--- config.mk ---
export PLATFORM = sky130hd
export DESIGN_NAME = shgrq_ctrl
export DESIGN_NICKNAME = d
export VERILOG_FILES = /design/src/rtl/shgrq_pkg.sv /design/src/rtl/shgrq_ctrl.sv
export SDC_FILE = /design/constraint.sdc
export NUM_CORES = 1
export LEC_CHECK = 0
export BUFFER_PORTS_ARGS = -buffer_cell sky130_fd_sc_hd__buf_4
export CORE_MARGIN = 2
export CORE_UTILIZATION = 40
export DETAILED_ROUTE_END_ITERATION = 16
export PLACE_DENSITY = 0.75
export RECOVER_POWER = 25
export SLEW_MARGIN = 20
export SYNTH_ARGS = -nofsm -noshare
export SYNTH_HDL_FRONTEND = slang
export SYNTH_SLANG_ARGS = --single-unit
--- constraint.sdc ---
create_clock -name i_clk -period 2.03 [get_ports i_clk]
set_clock_uncertainty 0.05 [all_clocks]
set_input_delay 0.406 -clock i_clk [delete_from_list [all_inputs] [get_ports i_clk]]
set_output_delay 0.406 -clock i_clk [all_outputs]
set_load 0.02 [all_outputs]
--- src/rtl/shgrq_pkg.sv ---
// shared constants, codes and control types for the spatial hash grid radius query
// no dependencies
package shgrq_pkg;

    localparam int GRID_SIDE    = 8;
    localparam int BUCKET_DEPTH = 4;
    localparam int MAX_MATCHES  = 64;

    localparam int CELL_W   = $clog2(GRID_SIDE);
    localparam int CELLS    = GRID_SIDE * GRID_SIDE;
    localparam int CIDX_W   = $clog2(CELLS);
    localparam int SLOTS    = CELLS * BUCKET_DEPTH;
    localparam int ADDR_W   = $clog2(SLOTS);
    localparam int CNT_W    = $clog2(BUCKET_DEPTH + 1);
    localparam int MCNT_W   = $clog2(MAX_MATCHES + 1);
    localparam int WIN_W    = CELL_W + 1;

    localparam int ID_W     = 16;
    localparam int POS_W    = 24;
    localparam int RAD_W    = 20;
    localparam int BS_W     = 16;
    localparam int ENTRY_W  = ID_W + 3 * POS_W;
    localparam int SQ_W     = 2 * POS_W;
    localparam int D2_W     = SQ_W + 2;
    localparam int R2_W     = 2 * RAD_W;
    localparam int DIV_CNT_W = $clog2(POS_W + 1);

    localparam logic [BS_W-1:0] BS_RESET = 16'd1024;

    localparam logic CMD_INSERT = 1'b0;
    localparam logic CMD_QUERY  = 1'b1;

    typedef enum logic [1:0] {
        KIND_MATCH    = 2'd0,
        KIND_NONE     = 2'd1,
        KIND_INSERTED = 2'd2,
        KIND_DROPPED  = 2'd3
    } t_kind;

    typedef enum logic [1:0] {
        DIV_X,
        DIV_Y,
        DIV_R
    } t_div_sel;

    typedef enum logic [1:0] {
        SQ_NONE,
        SQ_X,
        SQ_Y,
        SQ_Z
    } t_sq_sel;

    typedef enum logic [4:0] {
        ST_IDLE,
        ST_DX,
        ST_DXW,
        ST_DY,
        ST_DYW,
        ST_DR,
        ST_DRW,
        ST_WIN,
        ST_INS_RD,
        ST_INS_WR,
        ST_CNT_RD,
        ST_CNT_CHK,
        ST_ENT_RD,
        ST_SQ_X,
        ST_SQ_Y,
        ST_SQ_Z,
        ST_CMP,
        ST_END
    } t_state;

    typedef struct packed {
        logic     load_in;
        logic     div_start;
        t_div_sel div_sel;
        logic     win_init;
        logic     ins_commit;
        logic     ent_first;
        logic     ent_next;
        logic     cell_next;
        t_sq_sel  sq;
        logic     match_take;
        logic     emit_end;
    } t_ctrl_cmd;

    typedef struct packed {
        logic div_done;
        logic is_query;
        logic cnt_zero;
        logic ent_last;
        logic cell_last;
        logic out_free;
        logic emit_need;
    } t_dp_sts;

endpackage

--- src/rtl/shgrq_ctrl.sv ---
// controller state machine sequencing insert and query steps
// depends on shgrq_pkg
module shgrq_ctrl (
    input  logic                  i_clk,
    input  logic                  i_rst_n,
    input  logic                  i_in_valid,
    output logic                  o_in_ready,
    input  shgrq_pkg::t_dp_sts    i_sts,
    output shgrq_pkg::t_ctrl_cmd  o_cmd
);
    shgrq_pkg::t_state r_state, n_state;

    always_ff @(posedge i_clk) begin
        if (!i_rst_n) begin
            r_state <= shgrq_pkg::ST_IDLE;
        end else begin
            r_state <= n_state;
        end
    end

    always_comb begin
        n_state    = r_state;
        o_in_ready = 1'b0;
        o_cmd      = '0;
        o_cmd.div_sel = shgrq_pkg::DIV_X;
        o_cmd.sq      = shgrq_pkg::SQ_NONE;
        case (r_state)
            shgrq_pkg::ST_IDLE: begin
                o_in_ready = 1'b1;
                if (i_in_valid) begin
                    o_cmd.load_in = 1'b1;
                    n_state = shgrq_pkg::ST_DX;
                end
            end
            shgrq_pkg::ST_DX: begin
                o_cmd.div_start = 1'b1;
                o_cmd.div_sel   = shgrq_pkg::DIV_X;
                n_state = shgrq_pkg::ST_DXW;
            end
            shgrq_pkg::ST_DXW: begin
                if (i_sts.div_done) n_state = shgrq_pkg::ST_DY;
            end
            shgrq_pkg::ST_DY: begin
                o_cmd.div_start = 1'b1;
                o_cmd.div_sel   = shgrq_pkg::DIV_Y;
                n_state = shgrq_pkg::ST_DYW;
            end
            shgrq_pkg::ST_DYW: begin
                if (i_sts.div_done) begin
                    n_state = i_sts.is_query ? shgrq_pkg::ST_DR : shgrq_pkg::ST_INS_RD;
                end
            end
            shgrq_pkg::ST_DR: begin
                o_cmd.div_start = 1'b1;
                o_cmd.div_sel   = shgrq_pkg::DIV_R;
                n_state = shgrq_pkg::ST_DRW;
            end
            shgrq_pkg::ST_DRW: begin
                if (i_sts.div_done) n_state = shgrq_pkg::ST_WIN;
            end
            shgrq_pkg::ST_WIN: begin
                o_cmd.win_init = 1'b1;
                n_state = shgrq_pkg::ST_CNT_RD;
            end
            shgrq_pkg::ST_INS_RD: begin
                n_state = shgrq_pkg::ST_INS_WR;
            end
            shgrq_pkg::ST_INS_WR: begin
                if (i_sts.out_free) begin
                    o_cmd.ins_commit = 1'b1;
                    n_state = shgrq_pkg::ST_IDLE;
                end
            end
            shgrq_pkg::ST_CNT_RD: begin
                n_state = shgrq_pkg::ST_CNT_CHK;
            end
            shgrq_pkg::ST_CNT_CHK: begin
                if (!i_sts.cnt_zero) begin
                    o_cmd.ent_first = 1'b1;
                    n_state = shgrq_pkg::ST_ENT_RD;
                end else if (i_sts.cell_last) begin
                    n_state = shgrq_pkg::ST_END;
                end else begin
                    o_cmd.cell_next = 1'b1;
                    n_state = shgrq_pkg::ST_CNT_RD;
                end
            end
            shgrq_pkg::ST_ENT_RD: begin
                n_state = shgrq_pkg::ST_SQ_X;
            end
            shgrq_pkg::ST_SQ_X: begin
                o_cmd.sq = shgrq_pkg::SQ_X;
                n_state = shgrq_pkg::ST_SQ_Y;
            end
            shgrq_pkg::ST_SQ_Y: begin
                o_cmd.sq = shgrq_pkg::SQ_Y;
                n_state = shgrq_pkg::ST_SQ_Z;
            end
            shgrq_pkg::ST_SQ_Z: begin
                o_cmd.sq = shgrq_pkg::SQ_Z;
                n_state = shgrq_pkg::ST_CMP;
            end
            shgrq_pkg::ST_CMP: begin
                if (!i_sts.emit_need || i_sts.out_free) begin
                    o_cmd.match_take = 1'b1;
                    if (!i_sts.ent_last) begin
                        o_cmd.ent_next = 1'b1;
                        n_state = shgrq_pkg::ST_ENT_RD;
                    end else if (i_sts.cell_last) begin
                        n_state = shgrq_pkg::ST_END;
                    end else begin
                        o_cmd.cell_next = 1'b1;
                        n_state = shgrq_pkg::ST_CNT_RD;
                    end
                end
            end
            shgrq_pkg::ST_END: begin
                if (i_sts.out_free) begin
                    o_cmd.emit_end = 1'b1;
                    n_state = shgrq_pkg::ST_IDLE;
                end
            end
            default: begin
                n_state = shgrq_pkg::ST_IDLE;
            end
        endcase
    end
endmodule

Yosys cells after proc, flatten, opt, wreduce, memory -nomap -nowiden
Index checks and enable logic that the tools add are counted.
{"block": "classes", "n_reduce_logical": 5, "eq_ne": 23, "muxes": 31}
{"cell": "$pmux W5 S17", "n": 1}
{"cell": "$mux W5", "n": 9}
{"cell": "$eq A5 B4 Y1 const B", "n": 8}
{"cell": "$eq A5 B3 Y1 const B", "n": 4}
{"cell": "$mux W1", "n": 16}
{"cell": "$eq A5 B2 Y1 const B", "n": 2}
{"cell": "$eq A5 B5 Y1 const B", "n": 2}
{"cell": "$ne A2 B2 Y1 const B", "n": 5}
{"cell": "$pmux W3 S3", "n": 1}
{"cell": "$pmux W2 S3", "n": 1}
{"cell": "$reduce_and A6 Y1", "n": 1}
{"cell": "$eq A5 B1 Y1 const B", "n": 1}
{"cell": "$logic_not A5 Y1", "n": 1}
{"cell": "$mux W4", "n": 1}
{"cell": "$mux W2", "n": 1}
{"cell": "$ne A2 B1 Y1 const B", "n": 1}
{"cell": "$pmux W1 S2", "n": 1}
{"cell": "$reduce_or A2 Y1", "n": 1}
{"cell": "$logic_not A1 Y1", "n": 1}
{"cell": "$logic_or A1 B1 Y1", "n": 1}
{"block": "word_totals", "word_cells": 60, "inputBits": 10, "out_inout_bits": 14, "regBits": 5}

Logic depth before layout (Yosys ltp)
Gate-level depths: netlist of the first run.
{"block": "logic_depth", "word_depth": 4, "mapped_depth": 6, "ltp_nobuf": 5}

Least setup slack after synthesis of the first run
OpenSTA, ideal clock, no wires.
{"block": "synth_timing", "path_kind": "flip-flop to output port", "start": "register r_state[4]", "end": "output o_cmd[4] (netlist name)", "setup_slack_ps": 17, "path_stages_with_launch": 6, "arrival_ps": 1557, "required_time_ps": 1574, "cell_sequence": "dfxtp_1 -> clkbuf_1 -> nand3_1 -> nor2_1 -> a22oi_1 -> nor2_1"}
{"item": "start, declared", "line": "shgrq_ctrl.sv:11", "source": "shgrq_pkg::t_state r_state, n_state;"}
{"item": "start signal, assigned", "line": "shgrq_ctrl.sv:15", "source": "r_state <= shgrq_pkg::ST_IDLE;"}
{"item": "start signal, assigned", "line": "shgrq_ctrl.sv:17", "source": "r_state <= n_state;"}
{"item": "end, declared", "line": "shgrq_ctrl.sv:9", "source": "output shgrq_pkg::t_ctrl_cmd o_cmd"}

==> results of run 1 <==
[per-layer routing]
layer / track usage (%) / part of all wire (%) / vias to the layer above
met2: 28.2 / 46 / 32
met5: 0 / 0 / -
li1: - / - / 367
met1: 24.7 / 45 / 316
met4: 10.6 / 0 / 0
met3: 3.83 / 8.3 / 0
[worst max-delay path by stage]
stage | endpoint | slack, ps | cells after the start
CTS | o_cmd[11] | 50 | 4
global route | o_cmd[4] | -50 | 5
detailed placement | o_cmd[4] | 260 | 5
floorplan | o_cmd[4] | 20 | 5
global placement | o_cmd[11] | 300 | 4
finish | o_cmd[4] | 70 | 5
[synth_stat cells, types with 2 or more instances]
cell                       instances  area share (%)
sky130_fd_sc_hd__buf_2             2             1.7
sky130_fd_sc_hd__nand2_1           7             4.3
sky130_fd_sc_hd__nor3_1            2             1.7
sky130_fd_sc_hd__inv_1             2             1.2
sky130_fd_sc_hd__o211a_1           2             3.3
sky130_fd_sc_hd__dfxtp_1           5              17
sky130_fd_sc_hd__nor2_2            2             2.1
sky130_fd_sc_hd__nand2b_1          2             2.1
sky130_fd_sc_hd__nor2b_1           6             6.2
sky130_fd_sc_hd__buf_4             2             2.5
sky130_fd_sc_hd__a22oi_1           3             3.7
sky130_fd_sc_hd__and3_4            2             3.7
sky130_fd_sc_hd__and3_1            3             3.1
sky130_fd_sc_hd__o22ai_1           3             3.1
sky130_fd_sc_hd__o21ai_0           2             1.7
sky130_fd_sc_hd__a21oi_1           3             2.5
sky130_fd_sc_hd__a32o_1            4             6.6
sky130_fd_sc_hd__nor2_1           13             8.1
[stage by stage]
step,instance area (um2),setup WS [ps],std cells
after floorplan,606,17.2,83
after global placement,792,305,120
after detailed placement,792,259,120
after CTS,820,50.2,124
after global routing,835,-50.3,125
final,835,74.8,125
[worst max-delay path, delay by kind of cell, from the launching register on]
kind	cells	cell delay, ps
compound gates	1	100
buf+inv	1	150
flops	1	460
simple gates	3	550
[power by group through the flow]
stage	registers (mW)	clock network [mW]	logic (mW)
floorplan	0.113	0	0.122
global placement	0.121	0	0.172
detailed placement	0.121	0	0.173
CTS	0.119	0.119	0.173
global route	0.122	0.125	0.194
finish	0.121	0.112	0.180
[logic make-up (layout without fill, tap and decap cells)]
kind of cell,count (synthesis),count (layout)
AOI/OAI and AO/OA,25,25
xor gates and xnor gates,1,1
muxes,1,1
and+or+nand+nor,44,44
buffers and inverters,7,33
DFF,5,5
[layout by cell type, fill, tap and decap left out, types with 2 or more instances in the layout]
cell,instances
sky130_fd_sc_hd__buf_4,27
sky130_fd_sc_hd__nor2_1,13
sky130_fd_sc_hd__nand2_1,7
sky130_fd_sc_hd__nor2b_1,5
sky130_fd_sc_hd__a32o_1,4
sky130_fd_sc_hd__dfxtp_1,4
sky130_fd_sc_hd__a21oi_1,3
sky130_fd_sc_hd__a22oi_1,3
sky130_fd_sc_hd__and3_1,3
sky130_fd_sc_hd__o22ai_1,3
sky130_fd_sc_hd__clkbuf_4,3
sky130_fd_sc_hd__nand2b_1,2
sky130_fd_sc_hd__nor2_4,2
sky130_fd_sc_hd__nor3_1,2
sky130_fd_sc_hd__and3_4,2
sky130_fd_sc_hd__inv_1,2
sky130_fd_sc_hd__o211a_1,2
sky130_fd_sc_hd__o21ai_0,2
[timing repair]
item	CTS	global route
buffers inserted	0	1
gates resized for setup	1	2
pin swaps	0	1
setup endpoints to repair	1	7
[cell type report]
type / count / area [um2] / share of cell area, %
timing repair buffer: 27 / 203 / 24.3
clock buffer: 4 / 26.3 / 3.15
tap: 16 / 20.0 / 2.40
inverter: 2 / 7.51 / 0.900
multi-input combinational: 71 / 477 / 57.1
sequential: 5 / 101 / 12.1
==> results.rst, run 1 <==
.. list-table::
   :header-rows: 1

   * - Metric
     - Value
   * - Drc violations
     - 0
   * - Standard-cell rows
     - 14
   * - Antenna violations before repair
     - 0
   * - Worst-path maximum fanout
     - 6
   * - Share of synthesized area spent on multiplexers
     - 1.65%
   * - Instance count along the most critical hold path
     - 2
   * - Number of enable-type register cells in the synthesized netlist
     - 0
   * - Fraction of the mapped netlist area in adder cells
     - 0%
   * - Part of the total power dissipated in combinational logic
     - 43.6%
   * - Worst setup path category
     - reg2out
   * - Number of inserted diodes
     - 0
   * - Net count reported at finish
     - 120
   * - Worst min-delay path category
     - in2reg
   * - Total Neg Setup Slack
     - 0 ps
   * - Number of instances in the synthesized netlist
     - 83
   * - Number of hold violations in the final report
     - 0
   * - Category of the worst setup path capture point
     - output port
   * - Die Span X
     - 42.9 um
   * - Switching power share of the total
     - 35.5%
   * - Starting utilization of the core area
     - 41.7%
   * - Startpoint of the worst-slack reg-to-reg timing path
     - r_state[2]
   * - Pin count of the biggest net entering global routing
     - 14
   * - Proportion of synthesized chip area in sequential cells
     - 16.5%
   * - End of the worst hold path
     - r_state[0]
   * - Xor/xnor cell area share of the yosys netlist
     - 1.45%
   * - Max Cap Viol
     - 0
   * - Max H-tree Level
     - 1
   * - Average vias per placed instance
     - 5.72
   * - CP Launch Type
     - flop
   * - Number of flip-flops under the largest register name
     - 5
   * - Quantity of I/O buffers inserted on ports
     - 23
   * - Core region area
     - 0.00145 mm2
   * - Complex-gate fraction of the synthesized area
     - 32.4%
   * - Syn avg cell area
     - 7.30 um2
   * - Power density over cell area
     - 494 mW/mm2
   * - Worst-case vdd ir drop
     - 0.000341 V
   * - HP Start
     - i_rst_n
   * - LEAKAGE
     - 0.397 nW
   * - Reg-to-reg setup timing slack
     - 220 ps
   * - Share of the core filled with cells
     - 57.4%
   * - Area growth from synthesis to layout
     - 37.8%
   * - Min cycle time layout
     - 1960 ps
   * - Yosys warns
     - 0
   * - Total setup violations reported at the end of the flow
     - 0
   * - Final estimated routing congestion in global placement
     - 0.873
   * - Clock buffer depth
     - 2
   * - Full die area
     - 0.00184 mm2
   * - Registers with the most flip-flops
     - r_state (5)
   * - Combinational family with the most area after synthesis
     - simple AND/OR/NAND/NOR gates
   * - Register bank with the most flops
     - r_state
   * - Count of hold-fix buffers inserted at cts
     - 0
   * - Relative slew slack
     - 71.7%
   * - Dominant synthesized flop cell
     - sky130_fd_sc_hd__dfxtp_1
   * - Worst R2R End
     - r_state[3]
   * - TritonRoute pass-1 iters
     - 4
   * - First-pass GRT wire length
     - 2.63 mm
   * - Initial DRC Count
     - 28
   * - Worst setup path start
     - r_state[1]
   * - Clock latency on the worst-skew pair
     - 240 ps
   * - Internal power
     - 266 uW
   * - Slew @ Worst Pin
     - 424 ps
   * - Maximum achievable frequency
     - 511 MHz
   * - TritonCTS clock tree
     - yes
   * - Stage delay of the slowest cell on the critical path
     - 460 ps
   * - Clock network fraction of design power
     - 27.1%
   * - Sequential power share
     - 29.3%
   * - IO Pins
     - 24
   * - Pins Over Slew Limit
     - 0
   * - Number of cell instances on the worst register-to-register path
     - 6
   * - Setup repair after global routing missed its margin
     - true
   * - Req. time, crit path
     - 1570 ps
   * - Total power draw
     - 412 uW
   * - Share of synthesized cell area in and, or, nand and nor gates
     - 41.9%
   * - Post-Route Hold Slack
     - 383 ps
   * - GRT Residual Overflow
     - 0
   * - Critical Path, Cell by Cell
     - or2b_4 -> nor2_2 -> a22oi_1 -> nor2_1 -> buf_4
   * - Cell at the root of the clock tree
     - sky130_fd_sc_hd__clkbuf_4
   * - Half-perimeter wire length of the detailed placement result
     - 1.29 mm
   * - Remaining antenna violation count after routing
     - 0
   * - Cell area after technology mapping
     - 606 um2
   * - Share of flip-flops with an asynchronous set or reset
     - 0%
   * - Data arrival time at the worst-slack endpoint
     - 1500 ps
   * - Post-Syn Nets
     - 93
   * - Count of clock tree sinks
     - 5
   * - Via total after detailed routing
     - 715
   * - Routed wire length per instance
     - 13.0 um
   * - Post-detailed-routing wire length
     - 1.62 mm
   * - Number of unique standard cell types used by synthesis
     - 36
   * - CP max stage cell
     - sky130_fd_sc_hd__dfxtp_1
   * - Layout fillers
     - 143
   * - Via count of the first global-routing pass
     - 621
   * - Part of the cycle the worst path needs
     - 96.3%
   * - Share of cells above drive strength 1
     - 37.6%
   * - TritonCTS Buffers
     - 3
   * - Global router's overall resource usage
     - 18.8%
   * - Outcome
     - finished, final reports clean
   * - Switching power of the nets
     - 146 uW
   * - Yosys reg bits
     - 5
   * - Reg clk slew, reported paths
     - 40 ps
   * - Die extent in y
     - 42.9 um
No activity file was read; power rests on OpenSTA's default activity.
==> run 2: changes to the inputs <==
--- a/config.mk
+++ b/config.mk
@@ -8,6 +8,7 @@
 export BUFFER_PORTS_ARGS = -buffer_cell sky130_fd_sc_hd__buf_4
 export CORE_MARGIN = 2
 export CORE_UTILIZATION = 40
+export CTS_BUF_LIST = sky130_fd_sc_hd__clkbuf_8
 export DETAILED_ROUTE_END_ITERATION = 16
 export PLACE_DENSITY = 0.75
 export RECOVER_POWER = 25
==> run 2 against run 1 <==
Die area did not move. Fmax up 1.3%. Register-to-register slack barely moved. Utilization is 2.1 points higher. Wire length fell by 0.18%. Via count is 1.5% higher. Hold slack improved by 23 ps. Global-route usage grew 0.087 points. Critical path depth down 1. Clock-buffer cell count fell by 1. Largest cell class unchanged.
==> results.rst, run 2 (synthesis gave the netlist of run 1 again) <==
.. list-table::
   :header-rows: 1

   * - Metric
     - Value
   * - Outcome
     - finished, final reports clean
   * - Worst setup path category
     - reg2out
   * - TritonCTS clock tree
     - yes
   * - Number of cell instances on the worst register-to-register path
     - 6
   * - Net count reported at finish
     - 120
   * - Initial DRC Count
     - 27
   * - Number of flip-flops under the largest register name
     - 5
   * - Worst-case vdd ir drop
     - 0.000454 V
   * - Area growth from synthesis to layout
     - 42.8%
   * - TritonCTS Buffers
     - 3
   * - Worst-path maximum fanout
     - 7
   * - Startpoint of the worst-slack reg-to-reg timing path
     - r_state[2]
   * - Instance count along the most critical hold path
     - 2
   * - Half-perimeter wire length of the detailed placement result
     - 1.29 mm
   * - Standard-cell rows
     - 14
   * - Min cycle time layout
     - 1930 ps
   * - Slew @ Worst Pin
     - 406 ps
   * - Post-detailed-routing wire length
     - 1.62 mm
   * - Total setup violations reported at the end of the flow
     - 0
   * - Routed wire length per instance
     - 13.0 um
   * - Starting utilization of the core area
     - 41.7%
   * - Register bank with the most flops
     - r_state
   * - Share of cells above drive strength 1
     - 38.5%
   * - Category of the worst setup path capture point
     - output port
   * - Number of inserted diodes
     - 0
   * - Cell at the root of the clock tree
     - sky130_fd_sc_hd__clkbuf_8
   * - Core region area
     - 0.00145 mm2
   * - Relative slew slack
     - 72.9%
   * - Clock buffer depth
     - 2
   * - Pin count of the biggest net entering global routing
     - 14
   * - LEAKAGE
     - 0.438 nW
   * - Clock latency on the worst-skew pair
     - 220 ps
   * - CP Launch Type
     - flop
   * - Via count of the first global-routing pass
     - 614
   * - Count of clock tree sinks
     - 5
   * - Total Neg Setup Slack
     - 0 ps
   * - Die Span X
     - 42.9 um
   * - First-pass GRT wire length
     - 2.64 mm
   * - Count of hold-fix buffers inserted at cts
     - 0
   * - Reg-to-reg setup timing slack
     - 230 ps
   * - End of the worst hold path
     - r_state[0]
   * - Worst Setup Slack post-DPL
     - 259 ps
   * - Via total after detailed routing
     - 726
   * - Worst min-delay path category
     - in2reg
   * - Commonest non-fill, non-tap cell in the layout
     - sky130_fd_sc_hd__buf_4
   * - Max Cap Viol
     - 0
   * - Number of hold violations in the final report
     - 0
   * - Die extent in y
     - 42.9 um
   * - Global router's overall resource usage
     - 18.9%
   * - Req. time, crit path
     - 1570 ps
   * - Quantity of I/O buffers inserted on ports
     - 23
   * - Registers with the most flip-flops
     - r_state (5)
   * - Max H-tree Level
     - 1
   * - Pins Over Slew Limit
     - 0
   * - Setup repair after global routing missed its margin
     - true
   * - TritonRoute pass-1 iters
     - 4
   * - Antenna violations before repair
     - 0
   * - Final estimated routing congestion in global placement
     - 0.873
   * - Maximum achievable frequency
     - 518 MHz
   * - GRT Residual Overflow
     - 0
   * - HP Start
     - i_rst_n
   * - Data arrival time at the worst-slack endpoint
     - 1470 ps
   * - Drc violations
     - 0
   * - Power density over cell area
     - 552 mW/mm2
   * - Crit path setup slack, layout
     - 101 ps
   * - Layout fillers
     - 137
   * - Worst R2R End
     - r_state[3]
   * - Average vias per placed instance
     - 5.81
   * - Highest-count cells in the layout ignoring fill and taps
     - sky130_fd_sc_hd__buf_4, sky130_fd_sc_hd__nor2_1, sky130_fd_sc_hd__nand2_1
   * - Remaining antenna violation count after routing
     - 0
   * - Reg clk slew, reported paths
     - 40 ps
   * - Part of the cycle the worst path needs
     - 95.0%
   * - IO Pins
     - 24
   * - Full die area
     - 0.00184 mm2
## run 2: changes by cell type in the layout (fill, tap and decap cells not counted), sizes merged
cell,previous run,this run
inv,2,3
clkbuf,4,3
## run 2: worst max path at each step
| stage | from | end | slack [ps] | cells after the start |
|---|---|---|---|---|
| detailed placement | r_state[3] | o_cmd[4] | 260 | 5 |
| CTS | r_state[3] | o_cmd[4] | 20 | 5 |
| global placement | r_state[0] | o_cmd[11] | 300 | 4 |
| floorplan | r_state[4] | o_cmd[4] | 20 | 5 |
| finish | r_state[0] | o_cmd[11] | 100 | 4 |
| global route | r_state[1] | o_cmd[4] | -2 | 5 |
## run 2: routing by layer
metal | wire, um | global-route usage, %
met1 | 736 | 24.9
met2 | 764 | 28.2
met3 | 120 | 3.83
met4 | 0 | 10.6
met5 | 0 | 0
## run 2: cell type report
cell class | instances | area, um2 | share of cell area (%)
Multi-Input combinational cell | 71 | 488 | 56.4
Timing Repair Buffer | 27 | 203 | 23.4
Sequential cell | 5 | 101 | 11.7
Clock buffer | 3 | 41.3 | 4.78
Tap cell | 16 | 20.0 | 2.32
Inverter | 2 | 7.51 | 0.868
Clock inverter | 1 | 3.75 | 0.434
## run 2: metrics by stage
step | instances | area, um2 | hold slack (ps) | power, mW | util, %
finish | 125 | 865 | 406 | 0.477 | 59.5
detailed placement | 120 | 792 | 586 | 0.294 | 54.5
floorplan | 83 | 606 | 489 | 0.235 | -
global placement | 120 | 792 | 585 | 0.293 | 54.5
global route | 125 | 865 | 415 | 0.507 | 59.5
CTS | 124 | 837 | 402 | 0.474 | 57.6
## run 2: timing repair
action                     CTS  global route
buffers inserted             0             1
setup endpoints to repair    0             8
hold endpoints to repair     0             0
gates resized for setup      0             5
## run 2: where the power goes
group | switching (mW) | leakage, nW | internal, mW | total (mW)
logic | 0.0927 | 0.370 | 0.0870 | 0.180
clock network | 0.0462 | 0.0269 | 0.129 | 0.176
registers | 0.0161 | 0.0412 | 0.105 | 0.122
total | 0.155 | 0.438 | 0.322 | 0.477
## run 2: worst max-delay path, cell delays in order (launching register included)
cell,delay (ps)
sky130_fd_sc_hd__dfxtp_1,520
sky130_fd_sc_hd__nor2b_2,310
sky130_fd_sc_hd__nand2b_1,140
sky130_fd_sc_hd__a21oi_1,130
sky130_fd_sc_hd__buf_4,150
